`config.mk`:
```
export PLATFORM = sky130hd
export DESIGN_NAME = psbt_global_map_parser
export DESIGN_NICKNAME = d
export VERILOG_FILES = /design/src/psbtgmp_pkg.sv /design/src/psbtgmp_core.sv /design/src/psbtgmp_fifo.sv /design/src/psbt_global_map_parser.sv
export SDC_FILE = /design/constraint.sdc
export NUM_CORES = 1
export LEC_CHECK = 0
export BUFFER_PORTS_ARGS = -buffer_cell sky130_fd_sc_hd__buf_2
export CAP_MARGIN = 20
export CORE_ASPECT_RATIO = 0.8
export CORE_UTILIZATION = 45
export CTS_BUF_LIST = sky130_fd_sc_hd__clkbuf_4 sky130_fd_sc_hd__clkbuf_8
export DETAILED_ROUTE_END_ITERATION = 8
export HOLD_SLACK_MARGIN = 0.02
export PLACE_DENSITY_LB_ADDON = 0.1
export RECOVER_POWER = 25
export SLEW_MARGIN = 20
export SYNTH_ARGS = -nofsm -noshare
export SYNTH_HDL_FRONTEND = slang
export SYNTH_SLANG_ARGS = --single-unit
```
`constraint.sdc`:
```
create_clock -name clk -period 7.9 [get_ports clk]
set_input_delay 0.79 -clock clk [delete_from_list [all_inputs] [get_ports clk]]
set_output_delay 0.79 -clock clk [all_outputs]
set_load 0.01 [all_outputs]
```
`src/psbtgmp_pkg.sv`:
```
// ----------------------------------------------------------------------------
// psbtgmp_pkg
// Shared types and constants for the PSBT global map parser: parse phases,
// event and status codes, the result record and the magic byte table.
// ----------------------------------------------------------------------------
`default_nettype none

package psbtgmp_pkg;

  // Width of the length fields on the result channel
  localparam int FLEN_W = 17;

  // Compact-size prefixes
  localparam logic [7:0] CS_PREFIX_2 = 8'd253;
  localparam logic [7:0] CS_PREFIX_4 = 8'd254;
  localparam logic [7:0] SEPARATOR   = 8'h00;

  // Parse phases
  typedef enum logic [2:0] {
    PH_MAGIC = 3'd0,
    PH_BOUND = 3'd1,
    PH_KLEN  = 3'd2,
    PH_KEY   = 3'd3,
    PH_VLEN0 = 3'd4,
    PH_VLEN  = 3'd5,
    PH_VAL   = 3'd6,
    PH_DONE  = 3'd7
  } phase_t;

  // Event kinds
  localparam logic [1:0] EV_RECORD = 2'd0;
  localparam logic [1:0] EV_SEP    = 2'd1;
  localparam logic [1:0] EV_STATUS = 2'd2;

  // Final status codes
  localparam logic [2:0] ST_OK        = 3'd0;
  localparam logic [2:0] ST_SHORT     = 3'd1;
  localparam logic [2:0] ST_LONG      = 3'd2;
  localparam logic [2:0] ST_BAD_MAGIC = 3'd3;
  localparam logic [2:0] ST_TRUNC     = 3'd4;

  // One result record
  typedef struct packed {
    logic [1:0]        event_kind;
    logic [7:0]        key_kind;
    logic [FLEN_W-1:0] key_length;
    logic [FLEN_W-1:0] value_length;
    logic [2:0]        status;
    logic              last_result;
  } result_t;

  // Results produced by one input byte (zero, one or two)
  typedef struct packed {
    logic [1:0] count;
    result_t    first;
    result_t    second;
  } push_t;

  // Magic sequence 'p' 's' 'b' 't' 0xff
  function automatic logic [7:0] magic_byte(input logic [2:0] idx);
    logic [7:0] b;
    case (idx)
      3'd0:    b = 8'h70;
      3'd1:    b = 8'h73;
      3'd2:    b = 8'h62;
      3'd3:    b = 8'h74;
      default: b = 8'hff;
    endcase
    return b;
  endfunction

endpackage

`default_nettype wire

```
`src/psbtgmp_core.sv`:
```
// ----------------------------------------------------------------------------
// psbtgmp_core
// Byte-serial parse state: magic check, compact-size decode, key and value
// walk, byte counting and final status. Produces up to two results a byte.
// ----------------------------------------------------------------------------
`default_nettype none

module psbtgmp_core #(
  parameter int MAX_BYTES = 65536
) (
  input  wire logic               clk,
  input  wire logic               rst,
  input  wire logic               accept,
  input  wire logic [7:0]         data_byte,
  input  wire logic               end_of_data,
  output psbtgmp_pkg::push_t      push
);

  localparam int LEN_W  = $clog2(MAX_BYTES + 2);
  localparam int SUM_W  = LEN_W + 25;
  localparam int FLEN_W = psbtgmp_pkg::FLEN_W;
  localparam logic [LEN_W-1:0] SAT_LEN = LEN_W'(MAX_BYTES + 1);
  localparam logic [LEN_W-1:0] MAX_LEN = LEN_W'(MAX_BYTES);

  psbtgmp_pkg::phase_t phase, phase_next;
  logic [LEN_W-1:0] byte_count, byte_count_next;
  logic [LEN_W-1:0] size_accumulator, size_accumulator_next;
  logic [3:0]       size_bytes_left, size_bytes_left_next;
  logic [3:0]       size_index, size_index_next;
  logic [LEN_W-1:0] bytes_left, bytes_left_next;
  logic [7:0]       held_key_kind, held_key_kind_next;
  logic [LEN_W-1:0] held_key_length, held_key_length_next;
  logic             bad_magic_seen, bad_magic_seen_next;
  logic             truncated_seen, truncated_seen_next;

  logic             sep, record, first_done, more_done;
  logic [LEN_W-1:0] first_acc, more_acc;
  logic [3:0]       first_left;
  logic [SUM_W-1:0] shifted, sum;
  logic [2:0]       status;
  psbtgmp_pkg::result_t rec_res, sep_res, st_res;

  // Decode the first byte of a compact size
  always_comb begin
    first_done = (data_byte < psbtgmp_pkg::CS_PREFIX_2);
    first_acc  = (SUM_W'(data_byte) > SUM_W'(SAT_LEN)) ? SAT_LEN : LEN_W'(data_byte);
    if (data_byte == psbtgmp_pkg::CS_PREFIX_2) begin
      first_left = 4'd2;
    end else if (data_byte == psbtgmp_pkg::CS_PREFIX_4) begin
      first_left = 4'd4;
    end else begin
      first_left = 4'd8;
    end
  end

  // Fold one more little-endian byte into the size, saturating
  always_comb begin
    case (size_index)
      4'd0:    shifted = SUM_W'(data_byte);
      4'd1:    shifted = SUM_W'({data_byte, 8'h00});
      default: shifted = SUM_W'({data_byte, 16'h0000});
    endcase
    sum = SUM_W'(size_accumulator) + shifted;
    if (size_index >= 4'd3) begin
      more_acc = (data_byte != 8'h00) ? SAT_LEN : size_accumulator;
    end else begin
      more_acc = (sum > SUM_W'(SAT_LEN)) ? SAT_LEN : sum[LEN_W-1:0];
    end
    more_done = (size_bytes_left <= 4'd1);
  end

  // Next state for one accepted byte
  always_comb begin
    phase_next            = phase;
    byte_count_next       = byte_count;
    size_accumulator_next = size_accumulator;
    size_bytes_left_next  = size_bytes_left;
    size_index_next       = size_index;
    bytes_left_next       = bytes_left;
    held_key_kind_next    = held_key_kind;
    held_key_length_next  = held_key_length;
    bad_magic_seen_next   = bad_magic_seen;
    truncated_seen_next   = truncated_seen;
    sep                   = 1'b0;
    record                = 1'b0;
    status                = psbtgmp_pkg::ST_OK;

    case (phase)
      psbtgmp_pkg::PH_MAGIC: begin
        if (byte_count < LEN_W'(5)) begin
          if (data_byte != psbtgmp_pkg::magic_byte(byte_count[2:0])) begin
            bad_magic_seen_next = 1'b1;
          end
          if (byte_count == LEN_W'(4)) begin
            phase_next = bad_magic_seen_next ? psbtgmp_pkg::PH_DONE
                                             : psbtgmp_pkg::PH_BOUND;
          end
        end else begin
          phase_next = psbtgmp_pkg::PH_DONE;
        end
      end
      psbtgmp_pkg::PH_BOUND: begin
        if (data_byte == psbtgmp_pkg::SEPARATOR) begin
          sep        = 1'b1;
          phase_next = psbtgmp_pkg::PH_DONE;
        end else begin
          size_index_next       = 4'd0;
          size_accumulator_next = first_done ? first_acc : '0;
          size_bytes_left_next  = first_done ? 4'd0 : first_left;
          if (first_done) begin
            held_key_length_next = first_acc;
            bytes_left_next      = first_acc;
            held_key_kind_next   = 8'h00;
            phase_next = (first_acc == '0) ? psbtgmp_pkg::PH_VLEN0 : psbtgmp_pkg::PH_KEY;
          end else begin
            phase_next = psbtgmp_pkg::PH_KLEN;
          end
        end
      end
      psbtgmp_pkg::PH_KLEN: begin
        size_accumulator_next = more_acc;
        size_index_next       = size_index + 4'd1;
        if (size_bytes_left != 4'd0) begin
          size_bytes_left_next = size_bytes_left - 4'd1;
        end
        if (more_done) begin
          held_key_length_next = more_acc;
          bytes_left_next      = more_acc;
          held_key_kind_next   = 8'h00;
          phase_next = (more_acc == '0) ? psbtgmp_pkg::PH_VLEN0 : psbtgmp_pkg::PH_KEY;
        end
      end
      psbtgmp_pkg::PH_KEY: begin
        if (bytes_left == held_key_length) begin
          held_key_kind_next = data_byte;
        end
        if (bytes_left != '0) begin
          bytes_left_next = bytes_left - LEN_W'(1);
        end
        if (bytes_left_next == '0) begin
          phase_next = psbtgmp_pkg::PH_VLEN0;
        end
      end
      psbtgmp_pkg::PH_VLEN0: begin
        size_index_next       = 4'd0;
        size_accumulator_next = first_done ? first_acc : '0;
        size_bytes_left_next  = first_done ? 4'd0 : first_left;
        if (first_done) begin
          bytes_left_next = first_acc;
          record          = (first_acc == '0);
          phase_next = record ? psbtgmp_pkg::PH_BOUND : psbtgmp_pkg::PH_VAL;
        end else begin
          phase_next = psbtgmp_pkg::PH_VLEN;
        end
      end
      psbtgmp_pkg::PH_VLEN: begin
        size_accumulator_next = more_acc;
        size_index_next       = size_index + 4'd1;
        if (size_bytes_left != 4'd0) begin
          size_bytes_left_next = size_bytes_left - 4'd1;
        end
        if (more_done) begin
          bytes_left_next = more_acc;
          record          = (more_acc == '0);
          phase_next = record ? psbtgmp_pkg::PH_BOUND : psbtgmp_pkg::PH_VAL;
        end
      end
      psbtgmp_pkg::PH_VAL: begin
        if (bytes_left != '0) begin
          bytes_left_next = bytes_left - LEN_W'(1);
        end
        if (bytes_left_next == '0) begin
          record     = 1'b1;
          phase_next = psbtgmp_pkg::PH_BOUND;
        end
      end
      default: begin
      end
    endcase

    // Count bytes, saturating one past the limit
    if (byte_count < SAT_LEN) begin
      byte_count_next = byte_count + LEN_W'(1);
    end

    // Grade the stream on its final byte
    if (phase_next == psbtgmp_pkg::PH_KLEN || phase_next == psbtgmp_pkg::PH_KEY ||
        phase_next == psbtgmp_pkg::PH_VLEN0 || phase_next == psbtgmp_pkg::PH_VLEN ||
        phase_next == psbtgmp_pkg::PH_VAL) begin
      truncated_seen_next = truncated_seen | end_of_data;
    end
    if (byte_count_next > MAX_LEN) begin
      status = psbtgmp_pkg::ST_LONG;
    end else if (byte_count_next < LEN_W'(5)) begin
      status = psbtgmp_pkg::ST_SHORT;
    end else if (bad_magic_seen_next) begin
      status = psbtgmp_pkg::ST_BAD_MAGIC;
    end else if (truncated_seen_next) begin
      status = psbtgmp_pkg::ST_TRUNC;
    end

    // Return to the reset state after the final byte
    if (end_of_data) begin
      phase_next            = psbtgmp_pkg::PH_MAGIC;
      byte_count_next       = '0;
      size_accumulator_next = '0;
      size_bytes_left_next  = 4'd0;
      size_index_next       = 4'd0;
      bytes_left_next       = '0;
      held_key_kind_next    = 8'h00;
      held_key_length_next  = '0;
      bad_magic_seen_next   = 1'b0;
      truncated_seen_next   = 1'b0;
    end
  end

  // Build the result records
  always_comb begin
    rec_res              = '0;
    rec_res.event_kind   = psbtgmp_pkg::EV_RECORD;
    rec_res.key_kind     = held_key_kind;
    rec_res.key_length   = FLEN_W'(held_key_length);
    rec_res.value_length = FLEN_W'(phase == psbtgmp_pkg::PH_VAL ? size_accumulator
                           : (phase == psbtgmp_pkg::PH_VLEN ? more_acc : first_acc));
    sep_res              = '0;
    sep_res.event_kind   = psbtgmp_pkg::EV_SEP;
    st_res               = '0;
    st_res.event_kind    = psbtgmp_pkg::EV_STATUS;
    st_res.status        = status;
    st_res.last_result   = 1'b1;

    push = '0;
    if (accept) begin
      push.count  = 2'({1'b0, sep | record}) + 2'({1'b0, end_of_data});
      push.first  = sep ? sep_res : (record ? rec_res : st_res);
      push.second = st_res;
    end
  end

  // Hold the parse state
  always_ff @(posedge clk) begin
    if (rst) begin
      phase            <= psbtgmp_pkg::PH_MAGIC;
      byte_count       <= '0;
      size_accumulator <= '0;
      size_bytes_left  <= 4'd0;
      size_index       <= 4'd0;
      bytes_left       <= '0;
      held_key_kind    <= 8'h00;
      held_key_length  <= '0;
      bad_magic_seen   <= 1'b0;
      truncated_seen   <= 1'b0;
    end else if (accept) begin
      phase            <= phase_next;
      byte_count       <= byte_count_next;
      size_accumulator <= size_accumulator_next;
      size_bytes_left  <= size_bytes_left_next;
      size_index       <= size_index_next;
      bytes_left       <= bytes_left_next;
      held_key_kind    <= held_key_kind_next;
      held_key_length  <= held_key_length_next;
      bad_magic_seen   <= bad_magic_seen_next;
      truncated_seen   <= truncated_seen_next;
    end
  end

  // Final byte leaves the parser in its reset state
  a_end_resets: assert property (@(posedge clk) disable iff (rst)
    accept && end_of_data |=> phase == psbtgmp_pkg::PH_MAGIC && byte_count == '0)
    else $error("parser state not cleared after final byte");

  // Two results only when a record or separator meets the final byte
  a_two_is_status: assert property (@(posedge clk) disable iff (rst)
    push.count == 2'd2 |-> push.second.event_kind == psbtgmp_pkg::EV_STATUS &&
                           push.first.event_kind != psbtgmp_pkg::EV_STATUS)
    else $error("double result without trailing status");

  // No result without an accepted byte
  a_idle_quiet: assert property (@(posedge clk) disable iff (rst)
    !accept |-> push.count == 2'd0)
    else $error("result produced without a byte transfer");

endmodule

`default_nettype wire

```
`src/psbtgmp_fifo.sv`:
```
// ----------------------------------------------------------------------------
// psbtgmp_fifo
// Four-entry result queue. Takes up to two results a cycle from the parser
// and drives them one per transfer on the result channel.
// ----------------------------------------------------------------------------
`default_nettype none

module psbtgmp_fifo (
  input  wire logic                 clk,
  input  wire logic                 rst,
  input  wire psbtgmp_pkg::push_t   push,
  output logic                      room,
  output logic                      out_valid,
  input  wire logic                 out_ready,
  output psbtgmp_pkg::result_t      out_res
);

  localparam int DEPTH = 4;

  psbtgmp_pkg::result_t entries [DEPTH];
  logic [1:0] wr_ptr, rd_ptr;
  logic [2:0] count, count_next;
  logic       pop;

  // Accept a byte only with space for two results
  assign room      = (count <= 3'(DEPTH - 2));
  assign out_valid = (count != 3'd0);
  assign out_res   = entries[rd_ptr];
  assign pop       = out_valid && out_ready;

  always_comb begin
    count_next = count + 3'(push.count) - 3'({2'b00, pop});
  end

  // Store pushed results
  always_ff @(posedge clk) begin
    if (push.count != 2'd0) begin
      entries[wr_ptr] <= push.first;
    end
    if (push.count == 2'd2) begin
      entries[wr_ptr + 2'd1] <= push.second;
    end
  end

  // Advance pointers and occupancy
  always_ff @(posedge clk) begin
    if (rst) begin
      wr_ptr <= 2'd0;
      rd_ptr <= 2'd0;
      count  <= 3'd0;
    end else begin
      wr_ptr <= wr_ptr + push.count;
      if (pop) begin
        rd_ptr <= rd_ptr + 2'd1;
      end
      count <= count_next;
    end
  end

  a_no_overflow: assert property (@(posedge clk) disable iff (rst)
    push.count != 2'd0 |-> count <= 3'(DEPTH - 2))
    else $error("result pushed without space");

  a_count_bound: assert property (@(posedge clk) disable iff (rst)
    count <= 3'(DEPTH))
    else $error("result queue count out of range");

  a_count_track: assert property (@(posedge clk) disable iff (rst)
    pop && push.count == 2'd0 |=> count == $past(count) - 3'd1)
    else $error("occupancy not reduced on transfer");

endmodule

`default_nettype wire

```
`src/psbt_global_map_parser.sv`:
```
// ----------------------------------------------------------------------------
// psbt_global_map_parser
// Byte-stream parser for the global key-value map of a PSBT stream.
//
// Input channel s_*: one byte per transfer, s_tlast on the final byte.
// Output channel m_*: one result per transfer; m_tuser gives the event
// (record, separator, final status), m_tlast marks the final status.
// The parser checks the 5-byte magic, decodes each record's compact-size
// key and value lengths and reports every record, the map separator and
// a final status on the last byte of the stream.
// Throughput: one byte per cycle while s_tready is high; the state update
// for each byte is done in the cycle it is accepted. Results are registered
// in the queue before they reach m_*. A byte can cause two results (record
// or separator plus final status); these leave through a four-entry queue
// one per cycle while m_tready is high, and s_tready drops while fewer than
// two entries are free. When the receiver stalls, results wait in the queue
// and input is held off once it fills. Reset clears parse state and empties
// the queue; the final byte returns the parse state to reset for a new stream.
// ----------------------------------------------------------------------------
`default_nettype none

module psbt_global_map_parser #(
  parameter int MAX_BYTES = 65536
) (
  input  wire logic        clk,
  input  wire logic        rst,
  input  wire logic        s_tvalid,
  output logic             s_tready,
  input  wire logic [7:0]  s_tdata,   // [7:0] data_byte
  input  wire logic        s_tlast,   // end_of_data
  output logic             m_tvalid,
  input  wire logic        m_tready,
  output logic [47:0]      m_tdata,   // [7:0] first key byte, [24:8] key_length,
                                      // [41:25] value_length, [44:42] status
  output logic [1:0]       m_tuser,   // event_kind
  output logic             m_tlast    // last_result
);

  psbtgmp_pkg::push_t   push;
  psbtgmp_pkg::result_t res;
  logic                 accept;

  assign accept = s_tvalid && s_tready;

  // Parse state and result build
  psbtgmp_core #(
    .MAX_BYTES (MAX_BYTES)
  ) u_core (
    .clk         (clk),
    .rst         (rst),
    .accept      (accept),
    .data_byte   (s_tdata),
    .end_of_data (s_tlast),
    .push        (push)
  );

  // Result queue
  psbtgmp_fifo u_fifo (
    .clk       (clk),
    .rst       (rst),
    .push      (push),
    .room      (s_tready),
    .out_valid (m_tvalid),
    .out_ready (m_tready),
    .out_res   (res)
  );

  // Pack the result channel
  assign m_tdata = {3'b000, res.status, res.value_length, res.key_length, res.key_kind};
  assign m_tuser = res.event_kind;
  assign m_tlast = res.last_result;

endmodule

`default_nettype wire
```
Yosys cells after proc, flatten, opt, wreduce, memory -nomap -nowiden:

Memories as Yosys holds them, arrays and structs flattened. A register that Yosys moved wholly into a read port is not among the register bits.
Cells that the tools add are included.

* memories kept: 1
* logic and storage cells: 178
* output and inout port bits: 53
* RAM bits: 192
* bits of input ports: 13
* register bits after elaboration: 96

Memory list
* u_fifo.entries: depth 4, bits a word 48, rd ports 1, clocked after memory_dff 1, write ports 2, RTL line psbtgmp_fifo.sv:20 `psbtgmp_pkg::result_t entries [DEPTH];`

* reductions and logical operators: 29
* mux-type cells: 86
* eq/ne operators: 27
* bitwise logic cells: 2
* order comparisons: 9
* $add $sub $neg: 11

Operator list (number)
* two-way mux 17 bit: 19
* two-way mux 98 bit: 1
* two-way mux 48 bit: 2
* case mux 17 bit (5 select lines): 1
* logical NOT 17 bit: 4
* two-way mux 8 bit: 8
* two-way mux 3 bit: 19
* case mux 17 bit (3 select lines): 1
* case mux 24 bit (2 select lines): 1
* greater-than comparator 42 x 17 -> 1 bit, second input constant: 1
* less-than comparator 17 x 3 -> 1 bit, second input constant: 2
* case mux 17 bit (2 select lines): 1
* two-way mux 4 bit: 8
* case mux 8 bit (4 select lines): 1
* adder 17 x 24 -> 25 bit: 1
* case mux 4 bit (3 select lines): 2
* case mux 8 bit (3 select lines): 1
* case mux 3 bit (7 select lines): 1
* == test 3 x 2 -> 1 bit, second input constant: 6
* == test 3 bit, second input constant: 6
* adder 17 x 1 -> 17 bit, second input constant: 1
* == test 17 bit: 1
* == test 17 x 3 -> 1 bit, second input constant: 1
* greater-than comparator 17 bit, second input constant: 1
* 41 further kinds: 74

Longest topological paths before layout:

* depth after elaboration: 28
* depth in mapped cells: 26
* mapped depth without buffers: 25

By module:

A second synthesis with hierarchy kept.

* cell total of the unflattened synthesis: 1670
* area total of the unflattened synthesis: 18164.9 um2

Modules (own cells, without submodules)
* psbtgmp_fifo: cells each 515, seq. area each 5945.7 um2, area an instance 10007.1 um2, instances 1
* psbtgmp_core: cells each 1150, seq. area each 1781.7 um2, area an instance 8125.3 um2, instances 1
* psbt_global_map_parser: cells each 5, seq. area each 0.0 um2, area an instance 32.5 um2, instances 1

Worst setup path after synthesis:

Ideal clock, no wire load.

* kind: input to register
* start: in s_tdata[2]
* end: mem u_fifo.entries[3][0] in the netlist's numbering, enable pin
* stages: 22
* arrival time: 5.803 ns
* required time: 7.631 ns
* setup slack: 1.828 ns
* path buffers: 6
* setup time: 0.269 ns
* path through: clkbuf_1 clkbuf_1 and3_1 ha_1 buf_2 o21ai_1 a221oi_2 o32ai_1 or4_1 a211oi_2 o211a_1 nand4_1 o31a_1 nor3_4 a31o_2 ha_1 o21ai_0 buf_1 a21o_1 clkbuf_1 clkbuf_1 inv_1

RTL lines
* start, declared: RTL line psbt_global_map_parser.sv:29 `input wire logic [7:0] s_tdata,`
* end, declared: RTL line psbtgmp_fifo.sv:20

==> parameters.txt <==
Parameter                              Value

Clock network
  Buffers from clock root to sink, at most    3
  Post-CTS Setup Inserts    0
  Number of buffers inserted during clock tree synthesis    45
  Cts-stage hold buffer count    0
  Clock sink count    about 290
  Cell chosen for the clock root    sky130_fd_sc_hd__clkbuf_8
  Quantity of gates resized following cts    0
  Clock edge transition at the registers on the reported setup and hold paths    60 ps
  CTS tree    built
  Clock latency on the worst-skew pair    between 600 and 700 ps
  Htree depth    2

Run status
  Violated checks    capacitance limit, slew limit
  Status    finished, violations left

Die
  Row count    between 50 and 60
  Number of primary I/O pins    66
  Width of the die    approximately 210 microns
  Area of the core    32900 sq um
  Die area    34700 sq um
  Height of the chip    about 170 microns
  Initial standard-cell utilization of the core    0.464

Hold path
  Kind of path behind the tightest hold check    register to register

STA
  Clock skew after layout    a little over 40 ps
  Maximum clock frequency    roughly 150 MHz
  Headroom to the max-slew limit    -1.56
  Unrepaired setup endpoints after global routing    no
  Final worst path period share    0.861
  Worst-margin pin slew    slightly below 4000 ps
  Final hold violation count    0
  Clock period minus final worst setup slack    between 6000 and 7000 ps
  Final setup violation count    0
  Final count of pins violating max slew    approximately 130
  Total negative setup slack    0 ps

Setup path
  Setup CP Type    register to register
  Largest fanout on the critical path    29
  Required time of the worst setup path    roughly 8400 ps
  Type of destination of the critical path    register
  Critical path startpoint category    register
  Arrival time of data at the critical path endpoint    ~7300 ps

Run
  Count of max-cap constraint violations    2

Yosys
  Fraction of synthesized area in multiplexers    0.0776
  Share of the synthesized area in the top cell type    0.354
  Compound-Gate Fraction of Synth Area    0.254
  Yosys warning total    0
  Count of flip-flops with a built-in enable after synthesis    16
  Cell taking the most area after synthesis    sky130_fd_sc_hd__dfxtp_1
  Dominant combinational cell family by area after synthesis    compound AO/OA/AOI/OAI gates
  Mapped Cells    around 1700
  Post-synthesis simple-gate area fraction    0.179
  Xor/xnor cell area share of the yosys netlist    0.0275
  Predominant post-synthesis flop cell    sky130_fd_sc_hd__dfxtp_1
  Mean post-synth cell area    8.79 sq um
  Share of synthesized cell area in full adder, half adder and majority cells    0.0297
  Proportion of register bits with asynchronous set or reset after synthesis    0
  Top area cells in the synthesized netlist    sky130_fd_sc_hd__dfxtp_1 35%, sky130_fd_sc_hd__mux4_2 6.9%, sky130_fd_sc_hd__a22o_1 6.7%
  Proportion of synthesized chip area in sequential cells    0.385
  Number of unique standard cell types used by synthesis    84
  Register bit count reported by yosys    ~290
  Post-synthesis instance area    15300 sq um

Global routing
  Number of antenna violations at the first check in global routing    0
  Largest net degree at the start of global routing    just under 80
  Congestion Overflow GR    0
  Number of global-route vias before repair    13000
  First-pass GRT wire length    a little under 80 mm
  Global router's overall resource usage    0.281

Detailed routing
  First-iteration detailed-routing DRC count    ~1400
  Mean number of vias per cell    around 6.2
  Length of the first detailed-routing pass in iterations    6
  Number of remaining DRC errors    0
  Routed via count    about 14000
  Number of nets still failing antenna checks after routing    0
  Post-DR wirelength/cell    roughly 22 microns
  Aggregate routed wire length    49.0 mm

Cells and area
  Layout cells sized above 1    0.113
  Final antenna diode count    0
  Layout Area Growth over Synthesis    9.19%
  Net count, final    1784

Pwr
  Worst ir drop on vdd    0.000346 V
  Pwr Density    208 nW/um^2
  Total power of the final layout    around 3.5 mW
  Leak Pwr    6.27 nW

Placed design
  Number of port buffers    62
  Placed wire-length estimate after detailed placement    ~33 mm
  Routability congestion estimate    slightly above 0.9
==> layer usage <==
| layer | wire [microns] | vias to the layer above | GRT usage | part of all wire |
|---|---|---|---|---|
| li1 | - | 6428 | - | - |
| met1 | 23400 | 6723 | 0.416 | 0.48 |
| met2 | 20900 | 527 | 0.417 | 0.43 |
| met3 | 3630 | 67 | 0.0494 | 0.074 |
| met4 | 950 | 0 | 0.0776 | 0.019 |
| met5 | 0 | - | 0 | 0 |
==> cells in the mapped netlist, drive strengths merged, types with 24 or more instances <==
library cell	number
nor2	168
ha	33
xnor2	33
a22o	116
inv	41
nand3	35
dfxtp	270
nand2b	24
and3	28
mux4	47
clkbuf	96
a22oi	56
nor3	35
a21oi	87
o21ai	158
nand2	182
buf	35
==> placed cells by master (no fill, tap or decap), types with 32 or more instances in the layout <==
cell and n:
sky130_fd_sc_hd__a21oi_1 85, sky130_fd_sc_hd__a22o_1 116, sky130_fd_sc_hd__a22oi_1 55, sky130_fd_sc_hd__clkbuf_1 52, sky130_fd_sc_hd__clkbuf_8 55, sky130_fd_sc_hd__dfxtp_1 268, sky130_fd_sc_hd__ha_1 33, sky130_fd_sc_hd__inv_1 41
sky130_fd_sc_hd__mux4_2 47, sky130_fd_sc_hd__nand2_1 182, sky130_fd_sc_hd__nand3_1 35, sky130_fd_sc_hd__nor2_1 168, sky130_fd_sc_hd__nor3_1 32, sky130_fd_sc_hd__o21ai_0 130, sky130_fd_sc_hd__xnor2_1 33
==> per-stage QoR <==
| step | cells | utilization | hold WS [ps] | cell area [sq um] | setup WS [ps] |
|---|---|---|---|---|---|
| floorplan | 1739 | - | 420 | 15300 | 1830 |
| global placement | 2116 | 0.478 | 431 | 15700 | 1110 |
| detailed placement | 2116 | 0.478 | 441 | 15700 | 1080 |
| CTS | 2200 | 0.508 | 451 | 16700 | 1050 |
| global route | 2200 | 0.506 | 475 | 16700 | 652 |
| finish | 2200 | 0.506 | 451 | 16700 | 1100 |
==> kinds of logic (layout without fill, tap and decap cells) <==
group	after synthesis	count (layout)
flip-flops	286	286
buffers and inverters	172	206
other	1	3
AO/OA/AOI/OAI	560	560
XOR/XNOR	48	48
multiplexers	59	59
adder cells (fa/ha/maj)	35	35
AND/OR/NAND/NOR	576	576
==> power by group <==
group | leakage, nW | total (mW) | internal, mW | switching (mW)
registers | 2.33 | 1.52 | 1.48 | 0.0317
logic | 3.40 | 0.553 | 0.196 | 0.357
clock network | 0.540 | 1.41 | 0.780 | 0.626
==> sequential cells by signal, summed over array words and instances (netlist names), 4 cells and up, named ones only <==
register                 flops
u_fifo.entries             188
u_core.byte_count           17
u_core.bytes_left           17
u_core.held_key_length      17
u_core.size_accumulator     17
u_core.held_key_kind         8
u_core.size_bytes_left       4
u_core.size_index            4
==> critical path, cell delays in order (launching register included) <==
cell and delay, ps:
sky130_fd_sc_hd__dfxtp_1 380, sky130_fd_sc_hd__inv_1 90, sky130_fd_sc_hd__ha_1 350, sky130_fd_sc_hd__nor2_1 440, sky130_fd_sc_hd__nor2_1 100, sky130_fd_sc_hd__nor2_1 110
sky130_fd_sc_hd__ha_1 380, sky130_fd_sc_hd__a21oi_2 340, sky130_fd_sc_hd__a21oi_1 110, sky130_fd_sc_hd__o311a_1 360, sky130_fd_sc_hd__or4_1 510, sky130_fd_sc_hd__a211oi_2 170
sky130_fd_sc_hd__o211a_1 170, sky130_fd_sc_hd__nand4_1 210, sky130_fd_sc_hd__o31a_1 450, sky130_fd_sc_hd__nor3_4 310, sky130_fd_sc_hd__a31o_2 260, sky130_fd_sc_hd__ha_1 260
sky130_fd_sc_hd__o21ai_0 440, sky130_fd_sc_hd__a21o_1 610, sky130_fd_sc_hd__buf_4 470, sky130_fd_sc_hd__nand2_1 90, sky130_fd_sc_hd__o21ai_1 70
==> area by class of cell <==
type	instances	area, sq um
Clock inverter	13	134
Fill cell	3192	16300
Tap cell	427	534
Inverter	41	154
Multi-Input combinational cell	1281	8700
Clock buffer	71	877
Timing Repair Buffer	81	383
Sequential cell	286	5890
==> path summary, 6_finish.rpt <==
path,startpoint,endpoint,slack (ps),cells past startpoint
max,u_core.size_index[0]$_SDFFE_PP0P_,u_fifo.entries[3][9]$_SDFFE_PP0P_,1100,22
min,u_fifo.entries[3][13]$_SDFFE_PP0P_,u_fifo.entries[3][13]$_SDFFE_PP0P_,450,2
max reg2reg,u_core.size_index[0]$_SDFFE_PP0P_,u_fifo.entries[3][9]$_SDFFE_PP0P_,1100,22
min reg2reg,u_fifo.entries[3][13]$_SDFFE_PP0P_,u_fifo.entries[3][13]$_SDFFE_PP0P_,450,2
Power figures use the tool's default switching activity.
